### src/hdl/gmcp_ram.sv
// Generic single-port RAM with registered read.
module gmcp_ram #(
  parameter int WIDTH = 8,
  parameter int DEPTH = 256
) (
  input  logic                     clk,
  input  logic                     we,
  input  logic [$clog2(DEPTH)-1:0] addr,
  input  logic [WIDTH-1:0]         wdata,
  output logic [WIDTH-1:0]         rdata
);

  logic [WIDTH-1:0] mem [DEPTH];

  always_ff @(posedge clk) begin
    if (we) begin
      mem[addr] <= wdata;
    end
    rdata <= mem[addr];
  end

endmodule

### config.mk
export PLATFORM = sky130hd
export DESIGN_NAME = gmcp_ram
export DESIGN_NICKNAME = d
export VERILOG_FILES = /design/src/hdl/gmcp_ram.sv
export SDC_FILE = /design/constraint.sdc
export NUM_CORES = 2
export LEC_CHECK = 0
export BUFFER_PORTS_ARGS = -buffer_cell sky130_fd_sc_hd__buf_4
export CAP_MARGIN = 20
export CORE_MARGIN = 1.5
export CORE_UTILIZATION = 60
export CTS_CLUSTER_SIZE = 14
export DETAILED_ROUTE_END_ITERATION = 10
export PLACE_DENSITY = 0.75
export SYNTH_ARGS = -nofsm -noshare
export SYNTH_HDL_FRONTEND = slang
export SYNTH_SLANG_ARGS = --single-unit
### constraint.sdc
create_clock -name clk -period 3.85 [get_ports clk]
set_input_delay 0.77 -clock clk [delete_from_list [all_inputs] [get_ports clk]]
set_output_delay 0.77 -clock clk [all_outputs]
set_load 0.05 [all_outputs]
# Word level (Yosys, flattened, before mapping)

Memory sizes are Yosys's and may differ from the RTL's. A register that Yosys moved wholly into a read port is not among the register bits.
Index checks and enable logic that the tools add are counted.

Register bits after elaboration: 0
Bits in writable memories: 2048
Input bits: 18
Output and inout port bits: 8
Logic and storage cells: 3
Memories kept: 1

Memories:

| name | depth | bits a word | rd ports | clocked after Yosys merged registers in | wr ports | RTL line | source |
|---|---|---|---|---|---|---|---|
| mem  | 256   | 8           | 1        | 1                                       | 1        | 13       | `logic [WIDTH-1:0] mem [DEPTH];` |

Mux-type cells: 2

Operator list:

| cell             | number |
|---|---|
| 1-bit 2-to-1 mux | 2 |

# Longest topological paths before layout

Depth in word-level cells: 2
Depth in mapped cells: 10
Depth with buffers taken out: 5

# Least setup slack after synthesis

OpenSTA, ideal clock, no wires.

Path type: input to register
Start point: input port addr[1]
End point: memory mem[111][0] (enable)
Library setup time: 0.370 ns
Arrival: 2.619 ns
Required time: 3.480 ns
Slack: 0.861 ns
Stages: 9
Path buffers: 5
Path through: buf_2 > clkbuf_1 > clkbuf_1 > nand2_1 > buf_2 > nor2_1 > nand2_1 > clkbuf_1 > nor2_1

RTL lines:

| what               | RTL line | source |
|---|---|---|
| start: declaration | 8        | `input logic [$clog2(DEPTH)-1:0] addr,` |
| end: declaration   | 13       |  |

Straight into the memory's write port.

==> results.yml <==
synthesis:
  synth.distinct_cells: 22
  synthFlopType: "edfxtp_1"
  yosysMostFrequentCell: "edfxtp_1"
  mappedNetlistArea_sq_um: 78500
  synth_area_leader_cell: "edfxtp_1"
  synth_common_cells: "edfxtp_1 (2,048), mux4_2 (512), a22oi_1 (256)"
  synth.top_cell.area_share: 0.783
  ys_seq_area_frac: 0.786
  synth_area_leaders: "edfxtp_1 (78%), mux4_2 (15%), a22oi_1 (2.4%)"
  synth_edf_count: 2048
  syn_area_per_cell_sq_um: 22.1
  async_reset_ff_frac: 0
  syn_nets: 3565
  syn_inst: 3547
  yosys_register_bits: 2056
  ys_warn_count: 0
clock_tree:
  clk_latency_ns: 0.83
  ctsHoldBuffers: 0
  cts_resized: 0
  cts_sinks: 2056
  clk_pin_slew_ns: 0.06
  htreeDepth: 4
  clk_path_buf_depth: 3
  cts_root_buffer: "clkbuf_16"
  cts_tree: "done"
  cts_setup_buffers: 0
  cts_buffers: 198
floorplan:
  pin_count: 26
  die_x_um: 365
  fp.dieH_um: 365
  fp.coreArea_sq_um: 130000
  rows: 132
  design.die.area_sq_um: 133000
  start_util: 0.605
setup_path:
  arrival_ns: 3.95
  crit_top_cell: "buf_4"
  cpPeakStageDelay_ns: 0.99
  endpoint_kind: "flip-flop"
  start_kind: "input port"
  critPathRequiredTime_ns: 4.53
  path_cells: "buf_8, buf_4, mux4_2, a22oi_1, a21oi_1, o41ai_1, buf_4, nand4_1"
  critPathMaxFanout: 23
  crit_type: "in -> reg"
  rrSetupSlack_ns: 0.86
  crit_path_top_delay_cell: "o41ai_1"
placement:
  gp_congestion: 0.874
  placed_cells: 5558
  dp_hpwl_um: 114000
  port_buffers: 25
sta:
  rsz0062_at_grt: "false"
  fin_skew_ns: 0.0193
  finalMaxSlewViolations: 0
  max_freq_mhz: 306
  fin_crit_ns: 3.27
  setup-violations-final: 0
  hold_viol_final: 0
  timing.hold.ws_ns: 0.413
  final.period_utilization: 0.849
  slew_headroom: 0.224
  tightest_slew_ns: 1.15
cells_and_area:
  final_cells: 5925
  fin_nets: 4034
  layout-drive-gt1-share: 0.310
  areaGrowthSynthToFinish_pct: 15.1
drt:
  routedWlPerCell_um: 32.2
  vias: 39900
  initialDrtViolationCount: 5317
  drtAntennaViolNets: 0
  drc_errors: 0
  vias_per_cell: 6.73
  wl_um: 191000
  drt-pass1-iter-count: 5
pwr:
  powerDensity_nw_per_um2: 507
  peakVddDrop_mv: 0.518
  leakagePower_nw: 28.5
hold_path:
  hp-class: "in -> reg"
global_route:
  grt_antenna_before_repair: 7
  gr-usage-all-layers: 0.294
  grt_start_max_net_pins: 136
  grt_pass1_wl_um: 278000
  grt_overflow_total: 0
  grt_pass1_vias: 40300
outcome:
  status: "completed"
run:
  drv_cap: 0
==> report_power, final <==
group / switching [mW] / internal (mW)
registers: 0.0363 / 24.7
logic: 1.41 / 0.818
clock network: 8.23 / 10.7
total: 9.67 / 36.2
==> metal layers <==
metal / global-route usage / share of wire / vias to the layer above
met5: 0 / 0.00022 / -
met4: 0.0962 / 0.030 / 6
met3: 0.0693 / 0.11 / 350
met2: 0.464 / 0.49 / 2536
met1: 0.412 / 0.37 / 21000
li1: - / - / 16000
==> critical path: cells and delay by family <==
family,cells,cell delay [ns]
AO/OA/AOI/OAI,3,1.53
buffers and inverters,3,0.98
multiplexers,1,0.55
AND/OR/NAND/NOR,1,0.09
==> final timing paths <==
kind | start | end | cells after the start
setup / recovery | addr[0] | rdata[4] | 8
hold / removal | wdata[4] | mem[180][4] | 1
setup reg to reg | mem[120][4] | rdata[4] | 6
hold reg to reg | mem[19][5] | rdata[5] | 5
==> registers in the layout, summed over array words and instances, names as in the netlist <==
register,cells
mem,2048
rdata,8
==> layout by cell type, fill, tap and decap left out, drive strengths merged <==
| cell type | netlist | layout |
|---|---|---|
| nand2 | 28 | 28 |
| nand3 | 13 | 13 |
| nand4 | 8 | 8 |
| edfxtp | 2048 | 2048 |
| clkinv | 0 | 98 |
| diode | 0 | 2 |
| nor2b | 7 | 7 |
| inv | 1 | 8 |
| o41ai | 32 | 32 |
| or2 | 2 | 2 |
| nor2 | 232 | 232 |
| dfxtp | 8 | 8 |
| a21oi | 128 | 128 |
| bufinv | 0 | 16 |
| a22oi | 256 | 256 |
| and2 | 3 | 3 |
| or3 | 1 | 1 |
| clkinvlp | 0 | 1 |
| clkbuf | 145 | 250 |
| mux4 | 512 | 512 |
| nand2b | 6 | 6 |
| nor3 | 30 | 30 |
| buf | 87 | 494 |
==> logic make-up after synthesis <==
| family | after synthesis | synth area share |
|---|---|---|
| AO/OA/AOI/OAI | 416 | 0.0362 |
| multiplexers | 512 | 0.147 |
| AND/OR/NAND/NOR | 330 | 0.0173 |
| flip-flops | 2056 | 0.786 |
| buffers and inverters | 233 | 0.0140 |
==> cell type report <==
type / count / area, sq um
antenna: 2 / 5.00
clock buffer: 243 / 5190
inverter: 1 / 3.75
timing repair buffer: 501 / 4440
multi-input combinational: 1258 / 15800
fill: 7448 / 39300
sequential: 2056 / 61700
clock inverter: 122 / 1120
tap: 1742 / 2180
==> through the flow <==
step	total power, mW	area [sq um]	TNS [ns]	util	setup slack [ns]
CTS	46.0	90400	0	0.697	0.670
floorplan	26.3	78500	0	-	0.861
detailed placement	27.4	84100	-0.184	0.648	-0.179
global route	46.9	90400	0	0.697	0.490
global placement	27.3	84100	-0.134	0.648	-0.0745
finish	45.8	90400	0	0.697	0.583
(Power assumes the default switching activity.)
